File: config.mk
export PLATFORM = sky130hd
export DESIGN_NAME = beam_shadow_mask
export DESIGN_NICKNAME = d
export VERILOG_FILES = /design/src/bsm_pkg.sv /design/src/beam_shadow_mask.sv /design/src/bsm_ctrl.sv /design/src/bsm_dp.sv
export SDC_FILE = /design/constraint.sdc
export NUM_CORES = 1
export LEC_CHECK = 0
export BUFFER_PORTS_ARGS = -buffer_cell sky130_fd_sc_hd__buf_2
export CAP_MARGIN = 20
export CORE_UTILIZATION = 60
export DETAILED_ROUTE_END_ITERATION = 10
export HOLD_SLACK_MARGIN = 0.02
export PLACE_DENSITY = 0.89
export SETUP_SLACK_MARGIN = 0.15
export SYNTH_ARGS = -nofsm -noshare
export SYNTH_HDL_FRONTEND = slang
export SYNTH_SLANG_ARGS = --single-unit
File: constraint.sdc
create_clock -name clk -period 10.35 [get_ports clk]
set_input_delay 1.5525 -clock clk [delete_from_list [all_inputs] [get_ports clk]]
set_output_delay 1.5525 -clock clk [all_outputs]
set_load 0.05 [all_outputs]
File: src/bsm_pkg.sv
// Shared types and constants of the beam shadow mask.
// Depends on nothing; used by the controller, the datapath and the top level.
`default_nettype none

package bsm_pkg;

  // Field and arithmetic widths.
  localparam int ELEV_W      = 19;
  localparam int REF_W       = 21;
  localparam int STEP_W      = 17;
  localparam int TAN_W       = 41;
  localparam int RANGE_W     = 29;
  localparam int MAG_W       = 21;
  localparam int FRAC_W      = 16;
  localparam int DIVIDEND_W  = MAG_W + FRAC_W;
  localparam int CNT_W       = 6;
  localparam int CFG_ADDR_W  = 2;
  localparam int CFG_DATA_W  = 41;

  // Divisor used for the first point of a profile (one metre in decimetres).
  localparam logic [RANGE_W-1:0] FIRST_DIVISOR = RANGE_W'(10);
  localparam logic [RANGE_W-1:0] RANGE_MAX     = '1;

  // Configuration register indexes.
  typedef enum logic [CFG_ADDR_W-1:0] {
    CFG_REF_ALT    = 2'd0,
    CFG_RANGE_STEP = 2'd1,
    CFG_TAN_UPPER  = 2'd2,
    CFG_TAN_LOWER  = 2'd3
  } cfg_idx_t;

  // One input item.
  typedef struct packed {
    logic signed [ELEV_W-1:0] elevation;
    logic                     sample_valid;
    logic                     profile_end;
  } in_item_t;

  // One result item.
  typedef struct packed {
    logic masked;
    logic end_of_profile;
  } out_item_t;

  // Controller states.
  typedef enum logic [1:0] {
    ST_IDLE,
    ST_DIVIDE,
    ST_RESOLVE
  } state_t;

  // Commands from controller to datapath.
  typedef struct packed {
    logic load;
    logic step;
    logic finish;
  } cmd_t;

  // Status from datapath to controller.
  typedef struct packed {
    logic div_done;
    logic out_free;
  } sts_t;

endpackage

`default_nettype wire

File: src/beam_shadow_mask.sv
// Top level of the beam shadow mask: joins the controller and the datapath.
// Depends on bsm_pkg, bsm_ctrl and bsm_dp.
//
// The block takes a terrain elevation profile one point per item and returns
// one item per point that says whether the point is masked (invalid, in terrain
// shadow or outside the beam). For each item the block accepts it, runs the 37
// steps of the radix-2 restoring divider that forms the look tangent (one
// quotient bit per cycle) and then tests the tangent and loads the output
// register. The result waits in that register while the next item is already
// accepted; only a result still unread when the following one resolves holds
// the block. Configuration must be written through cfg_we, cfg_addr and
// cfg_wdata only while no item is in flight; the block does not enforce this.
`default_nettype none

module beam_shadow_mask (
  input  wire logic                           clk,
  input  wire logic                           rst_n,
  input  wire logic                           cfg_we,
  input  wire logic [bsm_pkg::CFG_ADDR_W-1:0] cfg_addr,
  input  wire logic [bsm_pkg::CFG_DATA_W-1:0] cfg_wdata,
  input  wire logic                           in_valid,
  output logic                                in_stall,
  input  wire bsm_pkg::in_item_t              in_item,
  output logic                                out_valid,
  input  wire logic                           out_stall,
  output bsm_pkg::out_item_t                  out_item
);

  bsm_pkg::cmd_t cmd;
  bsm_pkg::sts_t sts;

  // Sequencing of accept, divide and resolve.
  bsm_ctrl u_ctrl (
    .clk      (clk),
    .rst_n    (rst_n),
    .in_valid (in_valid),
    .in_stall (in_stall),
    .cmd      (cmd),
    .sts      (sts)
  );

  // Arithmetic, profile state and output register.
  bsm_dp u_dp (
    .clk       (clk),
    .rst_n     (rst_n),
    .cfg_we    (cfg_we),
    .cfg_addr  (cfg_addr),
    .cfg_wdata (cfg_wdata),
    .in_item   (in_item),
    .cmd       (cmd),
    .sts       (sts),
    .out_valid (out_valid),
    .out_stall (out_stall),
    .out_item  (out_item)
  );

endmodule

`default_nettype wire

File: src/bsm_ctrl.sv
// Controller state machine of the beam shadow mask.
// Depends on bsm_pkg; drives the datapath through bsm_pkg::cmd_t.
`default_nettype none

module bsm_ctrl (
  input  wire logic          clk,
  input  wire logic          rst_n,
  input  wire logic          in_valid,
  output logic               in_stall,
  output bsm_pkg::cmd_t      cmd,
  input  wire bsm_pkg::sts_t sts
);

  bsm_pkg::state_t state_r;
  bsm_pkg::state_t state_nxt;

  // State register.
  always_ff @(posedge clk) begin
    if (!rst_n) begin
      state_r <= bsm_pkg::ST_IDLE;
    end else begin
      state_r <= state_nxt;
    end
  end

  // Next state and commands.
  always_comb begin
    state_nxt  = state_r;
    cmd        = '0;
    in_stall   = 1'b1;
    case (state_r)
      bsm_pkg::ST_IDLE: begin
        in_stall = 1'b0;
        if (in_valid) begin
          cmd.load  = 1'b1;
          state_nxt = bsm_pkg::ST_DIVIDE;
        end
      end
      bsm_pkg::ST_DIVIDE: begin
        cmd.step = 1'b1;
        if (sts.div_done) begin
          state_nxt = bsm_pkg::ST_RESOLVE;
        end
      end
      bsm_pkg::ST_RESOLVE: begin
        // Wait until the output register can take the item.
        if (sts.out_free) begin
          cmd.finish = 1'b1;
          state_nxt  = bsm_pkg::ST_IDLE;
        end
      end
      default: begin
        state_nxt = bsm_pkg::ST_IDLE;
      end
    endcase
  end

endmodule

`default_nettype wire

File: src/bsm_dp.sv
// Datapath of the beam shadow mask: configuration registers, radix-2 divider,
// profile state and output register. Depends on bsm_pkg.
`default_nettype none

module bsm_dp (
  input  wire logic                               clk,
  input  wire logic                               rst_n,
  input  wire logic                               cfg_we,
  input  wire logic [bsm_pkg::CFG_ADDR_W-1:0]     cfg_addr,
  input  wire logic [bsm_pkg::CFG_DATA_W-1:0]     cfg_wdata,
  input  wire bsm_pkg::in_item_t                  in_item,
  input  wire bsm_pkg::cmd_t                      cmd,
  output bsm_pkg::sts_t                           sts,
  output logic                                    out_valid,
  input  wire logic                               out_stall,
  output bsm_pkg::out_item_t                      out_item
);

  localparam int RW = bsm_pkg::RANGE_W;
  localparam int DW = bsm_pkg::DIVIDEND_W;
  localparam int TW = bsm_pkg::TAN_W;

  // Configuration registers.
  logic signed [bsm_pkg::REF_W-1:0]  ref_alt_r;
  logic [bsm_pkg::STEP_W-1:0]        range_step_r;
  logic signed [TW-1:0]              tan_upper_r;
  logic signed [TW-1:0]              tan_lower_r;

  // Divider and item registers.
  logic [DW-1:0]                     quot_r;
  logic [RW-1:0]                     rem_r;
  logic [RW-1:0]                     divisor_r;
  logic [bsm_pkg::CNT_W-1:0]         cnt_r;
  logic                              neg_r;
  logic                              valid_r;
  logic                              last_r;

  // Profile state.
  logic [RW-1:0]                     point_range_r;
  logic signed [TW-1:0]              run_lower_r;
  logic                              at_start_r;

  // Output register.
  logic                              out_valid_r;
  bsm_pkg::out_item_t                out_item_r;

  logic signed [bsm_pkg::REF_W:0]    diff;
  logic [bsm_pkg::REF_W:0]           diff_abs;
  logic [RW:0]                       rem_sh;
  logic [RW+1:0]                     rem_try;
  logic                              borrow;
  logic [TW-1:0]                     tan_abs;
  logic signed [TW-1:0]              tangent;
  logic signed [TW-1:0]              lower;
  logic                              pass;
  logic [RW:0]                       range_sum;

  // Configuration writes.
  always_ff @(posedge clk) begin
    if (!rst_n) begin
      ref_alt_r    <= '0;
      range_step_r <= bsm_pkg::STEP_W'(1000);
      tan_upper_r  <= TW'(65536);
      tan_lower_r  <= -TW'(65536);
    end else if (cfg_we) begin
      case (cfg_addr)
        bsm_pkg::CFG_REF_ALT:    ref_alt_r    <= cfg_wdata[bsm_pkg::REF_W-1:0];
        bsm_pkg::CFG_RANGE_STEP: range_step_r <= cfg_wdata[bsm_pkg::STEP_W-1:0];
        bsm_pkg::CFG_TAN_UPPER:  tan_upper_r  <= cfg_wdata[TW-1:0];
        bsm_pkg::CFG_TAN_LOWER:  tan_lower_r  <= cfg_wdata[TW-1:0];
        default: ;
      endcase
    end
  end

  // Height difference to the reference altitude and its magnitude.
  always_comb begin
    diff     = (bsm_pkg::REF_W + 1)'(in_item.elevation) - (bsm_pkg::REF_W + 1)'(ref_alt_r);
    diff_abs = diff[bsm_pkg::REF_W] ? (bsm_pkg::REF_W + 1)'(-diff)
                                    : (bsm_pkg::REF_W + 1)'(diff);
  end

  // One restoring division step: shift in the next dividend bit and try to subtract.
  always_comb begin
    rem_sh  = {rem_r, quot_r[DW-1]};
    rem_try = {1'b0, rem_sh} - {2'b00, divisor_r};
    borrow  = rem_try[RW+1];
  end

  // Divider registers.
  always_ff @(posedge clk) begin
    if (cmd.load) begin
      quot_r    <= {diff_abs[bsm_pkg::MAG_W-1:0], {bsm_pkg::FRAC_W{1'b0}}};
      rem_r     <= '0;
      divisor_r <= (point_range_r != '0) ? point_range_r : bsm_pkg::FIRST_DIVISOR;
      neg_r     <= diff[bsm_pkg::REF_W];
      valid_r   <= in_item.sample_valid;
      last_r    <= in_item.profile_end;
    end else if (cmd.step) begin
      quot_r <= {quot_r[DW-2:0], ~borrow};
      if (!borrow) begin
        rem_r <= rem_try[RW-1:0];
      end else begin
        rem_r <= rem_sh[RW-1:0];
      end
    end
  end

  // Iteration counter; the division ends after one step per dividend bit.
  always_ff @(posedge clk) begin
    if (!rst_n) begin
      cnt_r <= '0;
    end else if (cmd.load) begin
      cnt_r <= bsm_pkg::CNT_W'(DW - 1);
    end else if (cmd.step) begin
      cnt_r <= cnt_r - bsm_pkg::CNT_W'(1);
    end
  end

  // Signed tangent and the beam window test.
  always_comb begin
    tan_abs   = TW'(quot_r);
    tangent   = neg_r ? -$signed(tan_abs) : $signed(tan_abs);
    lower     = at_start_r ? tan_lower_r : run_lower_r;
    pass      = valid_r && (tangent >= lower) && (tangent <= tan_upper_r);
    range_sum = {1'b0, point_range_r} + (RW + 1)'(range_step_r);
  end

  // Profile state update when the item resolves.
  always_ff @(posedge clk) begin
    if (!rst_n) begin
      point_range_r <= '0;
      at_start_r    <= 1'b1;
    end else if (cmd.finish) begin
      if (last_r) begin
        point_range_r <= '0;
      end else if (range_sum[RW]) begin
        point_range_r <= bsm_pkg::RANGE_MAX;
      end else begin
        point_range_r <= range_sum[RW-1:0];
      end
      at_start_r <= last_r;
    end
  end

  // Running lower tangent; a start of profile takes the configured edge.
  always_ff @(posedge clk) begin
    if (cmd.finish) begin
      run_lower_r <= pass ? tangent : lower;
    end
  end

  // Output register: filled on resolve, emptied when the item is taken.
  always_ff @(posedge clk) begin
    if (!rst_n) begin
      out_valid_r <= 1'b0;
    end else if (cmd.finish) begin
      out_valid_r <= 1'b1;
    end else if (!out_stall) begin
      out_valid_r <= 1'b0;
    end
  end

  always_ff @(posedge clk) begin
    if (cmd.finish) begin
      out_item_r.masked         <= ~pass;
      out_item_r.end_of_profile <= last_r;
    end
  end

  // The count is only looked at while dividing, where it marks the last step.
  assign sts.div_done = (cnt_r == '0);
  assign sts.out_free = !out_valid_r || !out_stall;
  assign out_valid    = out_valid_r;
  assign out_item     = out_item_r;

endmodule

`default_nettype wire

=== Yosys cells after proc, flatten, opt, wreduce, memory -nomap -nowiden ===
Cells that the tools add are included.

* Memories kept: 0
* Latch bits: 0
* Flip-flop bits (word level): 300
* Bits in writable memories: 0
* Memory bits (read-only): 0

* Reductions and logical operators: 16
* Bitwise gates (word level): 3
* $add $sub $neg: 6
* Divide/modulo/power cells: 0
* Multiply operators: 0
* Mux-type cells: 23
* Equal/unequal tests: 9
* $lt $le $gt $ge: 2
* Shift-type cells: 0

{| class="wikitable"
|+ Operator list
! operator !! count
|-
| $mux 41 || 3
|-
| $mux 29 || 3
|-
| $mux 37 || 2
|-
| $ge 41x41->1 || 1
|-
| $le 41x41->1 || 1
|-
| $neg 37->41 || 1
|-
| $sub 30x29->31 || 1
|-
| $add 29x17->30 || 1
|-
| $reduce_bool 29->1 || 1
|-
| $sub 19x21->22 || 1
|-
| $mux 21 || 1
|-
| $neg 21->21 || 1
|-
| $mux 6 || 2
|-
| $mux 1 || 8
|-
| $reduce_and 2->1 || 4
|-
| $eq 2x2->1 const B || 3
|-
| $logic_not 6->1 || 1
|-
| $mux 2 || 3
|-
| $ne 2x2->1 const B || 3
|-
| $pmux 2 s3 || 1
|-
| $sub 6x1->6 const B || 1
|-
| $eq 2x1->1 const B || 2
|-
| $logic_not 2->1 || 2
|-
| $not 1->1 || 3
|-
| 7 further kinds || 9
|}

=== Longest topological paths before layout ===
* Depth after elaboration: 6
* Depth in mapped cells: 21
* Depth with buffers taken out: 20

=== Modules after synthesis ===
A second synthesis with hierarchy kept.

* Cells, all modules: 2169
* Area total of the unflattened synthesis: 18763.0 µm²

{| class="wikitable"
|+ By module, submodules not included
! module !! area an instance (µm²) !! cells each !! instances
|-
| bsm_dp || 18649.1 || 2155 || 1
|-
| bsm_ctrl || 113.9 || 14 || 1
|}

=== Worst setup path before layout ===
Ideal clock, no wire load.

* Path kind: reg2reg
* From: register u_dp.quot_r[8]
* To: register u_dp.run_lower_r[0], data pin
* Arrival: 5.496 ns
* Path slack: 4.594 ns
* Clock period less this slack: 5.756 ns
* Cell stages (with the launch flop): 18
* Buffers on the path: 0
* Path through: dfxtp_1 or4_4 or4_4 or3_1 or3_1 o31ai_1 and2_1 xor2_1 inv_1 ha_1 nand4_1 or2_2 or4b_1 nand4b_4 nor4_2 nand3_1 a311oi_4 mux2_2

* Word-level cells in the longest chain between the ends: 6

{| class="wikitable"
|+ RTL lines
! item !! RTL line !! RTL
|-
| start, declared || bsm_dp.sv:30 || <nowiki>logic [DW-1:0] quot_r;</nowiki>
|-
| start signal, assigned || bsm_dp.sv:93 || <nowiki>quot_r <= {diff_abs[bsm_pkg::MAG_W-1:0], {bsm_pkg::FRAC_W{1'b0}}};</nowiki>
|-
| start signal, assigned || bsm_dp.sv:100 || <nowiki>quot_r <= {quot_r[DW-2:0], ~borrow};</nowiki>
|-
| $neg 37->41 || bsm_dp.sv:123 || <nowiki>tangent = neg_r ? -$signed(tan_abs) : $signed(tan_abs);</nowiki>
|-
| $mux 41 (*) || bsm_dp.sv:123 ||
|-
| $ge 41x41->1 || bsm_dp.sv:125 || <nowiki>pass = valid_r && (tangent >= lower) && (tangent <= tan_upper_r);</nowiki>
|-
| $logic_and 1x1->1 || bsm_dp.sv:125 ||
|-
| $logic_and 1x1->1 (*) || bsm_dp.sv:125 ||
|-
| $mux 41 (*) || bsm_dp.sv:149 || <nowiki>run_lower_r <= pass ? tangent : lower;</nowiki>
|-
| end signal, assigned || bsm_dp.sv:149 ||
|-
| end, declared || bsm_dp.sv:40 || <nowiki>logic signed [TW-1:0] run_lower_r;</nowiki>
|}

Mark *: on every way between the ends. The rest lies on a longest branch, timed or not.
A chain may end at the register's enable or synchronous reset.

=== Worst setup path after layout ===
Same ends and word-level chain as after synthesis.

==> impl_metrics.ini <==
[global_route]
grt_usage_pct = 29.56
grt_max_degree = 74
antenna_found_initial = 0
grt_pass1_vias = 15440
grt_pass1_wl_um = 75660
overflow = 0

[critical_path]
path_class = reg2reg
cp-end-kind = flip-flop
slowest_delay_ps = 580
crit_chain = or4_4 > or4_4 > or3_1 > or3_1 > o31ai_1 > nand2_1 > xnor2_1 > inv_1 > ha_1 > nand4_1 > or2_2 > or4b_1 > nand4b_4 > nor4_2 > nand3_1 > a311oi_4 > buf_4 > mux2_2
slowest_stage = or4_4
arrival_ps = 6790
worst-path-max-fanout = 18
required_ps = 10610
cp-start-kind = flip-flop

[clock_tree]
numCtsBuffers = 34
insertion_delay_ps = 520
htree_levels = 2
clock_path_buffers = 3
cts_tree = done
ctsResizeCount = 0
postCtsHoldBufs = 0
clk_pin_slew_ps = 60
cts_sinks = 300
clockRootBuffer = clkbuf_16
postCtsSetupRepairBufs = 0

[floorplanning]
boundaryPins = 73
die_x_um = 177.6
die-area_mm2 = 0.03155
rows = 63
initial_utilization_pct = 61.78
die_h_um = 177.6
core-area_mm2 = 0.02995

[synthesis]
synthCells = 2165
ys_ff_latch = 300
yosys_warnings = 0
synth_flop_cell = dfxtp_1
synth_edf_count = 96
seq_area_frac_synth_pct = 37.64
synth_nets = 2382
synthDistinctLibCells = 77
syn_area_mm2 = 0.01851
syn_area_per_cell_um2 = 8.548
async_reset_ff_share_pct = 0

[timing]
setup_violations = 0
finalHoldViolations = 0
final.min_clock_period_ps = 6527
slew_headroom_pct = 25.44
maxSlewViolCount = 0
finalCritPeriodShare_pct = 63.06
rsz0062_at_grt = no
tightest_slew_ps = 1112
fmax_mhz = 153.2
worst_clock_skew_ps = 17.41
fin_tns_setup_ps = 0

[route]
drtIter0Drc = 1755
finalWirelength_um = 46570
via_count = 15960
antenna_left = 0
wl_per_cell_um = 17.99
via_per_inst = 6.163
drc_errors = 0
first_pass_iters = 6

[finish]
diodes = 0
drive_gt1_share_pct = 7.958
fin_cells = 2589
area_growth_pct = 8.776
nets = 2391
finalInstanceArea_mm2 = 0.02013

[power]
leakage_nw = 8.514
power_density_mw_per_mm2 = 203.8
peakVddDrop_uv = 137.9

[placement]
io_buffer_count = 72
dpl.cell_count = 2526
post_dp_cell_area_mm2 = 0.01903
gp_congestion = 0.9478
dp_hpwl_um = 32820

[min_path]
hp-class = reg2reg

[status]
status = finished, final reports clean

[job]
cap_violations = 0
==> kinds of logic (layout without fill, tap and decap cells) <==
kind of cell / count (synthesis) / count (layout) / synth area share, %
adder cells (fa/ha/maj): 153 / 153 / 10.40
XOR/XNOR: 119 / 119 / 5.672
flip-flops: 300 / 300 / 37.64
multiplexers: 96 / 96 / 5.233
AND/OR/NAND/NOR: 734 / 734 / 18.01
AO/OA/AOI/OAI: 480 / 480 / 17.14
buffers and inverters: 283 / 317 / 5.902
==> layout by cell type, fill, tap and decap left out, drive strengths merged, types with 6 or more instances in the layout <==
| cell | netlist | final |
|---|---|---|
| xor2 | 62 | 62 |
| and2 | 7 | 7 |
| buf | 9 | 90 |
| a21oi | 77 | 77 |
| inv | 165 | 167 |
| dfxtp | 204 | 204 |
| or3 | 6 | 6 |
| nand4 | 21 | 21 |
| nor2b | 20 | 20 |
| or2 | 9 | 9 |
| nor3 | 24 | 24 |
| and3 | 10 | 10 |
| nand3 | 81 | 81 |
| nor2 | 92 | 92 |
| o211ai | 7 | 7 |
| a21o | 39 | 39 |
| o21a | 16 | 16 |
| a21boi | 94 | 94 |
| o31ai | 16 | 16 |
| edfxtp | 96 | 96 |
| nor4 | 19 | 19 |
| a22o | 9 | 9 |
| a211oi | 16 | 16 |
| nand2b | 19 | 19 |
| ha | 145 | 145 |
| xnor2 | 57 | 57 |
| a31oi | 12 | 12 |
| clkinv | 1 | 10 |
| clkbuf | 108 | 46 |
| mux2 | 6 | 6 |
| nand2 | 394 | 394 |
| or4 | 9 | 9 |
| o41ai | 10 | 10 |
| o21ai | 136 | 136 |
| mux2i | 90 | 90 |
==> registers in the layout (all words and copies together), names as in the netlist <==
| signal | count |
|---|---|
| u_dp.run_lower_r | 41 |
| u_dp.tan_lower_r | 41 |
| u_dp.tan_upper_r | 41 |
| u_dp.quot_r | 37 |
| u_dp.divisor_r | 29 |
| u_dp.point_range_r | 29 |
| u_dp.rem_r | 29 |
| u_dp.ref_alt_r | 21 |
| u_dp.range_step_r | 17 |
| u_dp.cnt_r | 6 |
| u_ctrl.state_r | 2 |
| u_dp.out_item | 2 |
| u_dp.at_start_r | 1 |
| u_dp.last_r | 1 |
| u_dp.neg_r | 1 |
| u_dp.out_valid | 1 |
| u_dp.valid_r | 1 |
==> layout make-up <==
class,instances,area (µm²)
Multi-Input combinational cell,1582,10470
Fill cell,2258,9823
Sequential cell,300,6968
Clock buffer,46,925.9
Inverter,166,623.1
Timing Repair Buffer,90,530.5
Tap cell,390,488.0
Clock inverter,15,122.6
==> stage by stage <==
| step | utilization, % | hold slack [ps] | worst slack [ps] | power, mW |
|---|---|---|---|---|
| 4_1_cts | 67.05 | 465.0 | 3865 | 4.072 |
| 6_report | 67.21 | 464.1 | 3823 | 4.102 |
| 2_1_floorplan | - | 440.0 | 4594 | 2.551 |
| 5_1_grt | 67.21 | 477.6 | 3471 | 4.319 |
| 3_3_place_gp | 63.55 | 448.4 | 4048 | 2.831 |
| 3_5_place_dp | 63.55 | 457.1 | 3936 | 2.905 |
==> cell usage after synthesis, types with 7 or more instances <==
cell,n,area [µm²]
nand2_1,394,1479
dfxtp_1,204,4084
inv_1,165,619.3
ha_1,145,1814
o21ai_0,135,675.7
clkbuf_1,108,405.4
edfxtp_1,96,2883
a21boi_0,94,705.7
nor2_1,92,345.3
mux2i_1,90,900.9
nand3_1,81,405.4
a21oi_1,77,385.4
xor2_1,61,534.3
xnor2_1,57,499.2
a21o_1,39,292.8
nor3_1,24,120.1
nand4_1,21,131.4
nor2b_1,20,125.1
nand2b_1,19,118.9
nor4_1,18,112.6
a211oi_1,16,120.1
o21a_1,16,120.1
o31ai_1,16,120.1
a31oi_1,12,75.07
and3_1,10,62.56
a22o_1,9,78.83
o41ai_1,9,78.83
or2_2,9,56.30
o211ai_1,7,52.55
or4_1,7,52.55
==> power breakdown <==
| part | switching [mW] | internal [mW] | total, mW |
|---|---|---|---|
| Clock | 0.497 | 0.658 | 1.15 |
| Sequential | 0.0987 | 1.34 | 1.44 |
| Combinational | 0.899 | 0.609 | 1.51 |
==> critical path, delay by kind of cell, from the launching register on <==
kind / cells / cell delay, ps
compound gates: 2 / 790
xor+xnor: 1 / 230
fa+ha+maj: 1 / 300
buf+inv: 2 / 470
flops: 1 / 370
mux: 1 / 380
simple gates: 11 / 3720
==> path summary, 6_finish.rpt <==
path	slack, ps	startpoint	end	cells past startpoint
worst max register to register	3820	u_dp.quot_r[8]$_SDFFE_PP0P_	u_dp.run_lower_r[0]$_DFFE_PP_	18
worst min-delay path	460	u_dp.tan_upper_r[40]$_SDFFE_PN0P_	u_dp.tan_upper_r[40]$_SDFFE_PN0P_	2
worst min register to register	460	u_dp.tan_upper_r[40]$_SDFFE_PN0P_	u_dp.tan_upper_r[40]$_SDFFE_PN0P_	2
worst max-delay path	3820	u_dp.quot_r[8]$_SDFFE_PP0P_	u_dp.run_lower_r[0]$_DFFE_PP_	18
==> per-layer routing <==
metal	up-vias	track usage [%]	wire [µm]
met2	725	48.75	21620
met1	7576	39.01	19810
met3	99	5.206	3910
li1	7556	-	-
met4	0	9.865	1224
met5	-	0	0
Note: power is estimated with default switching activity, not from simulation.
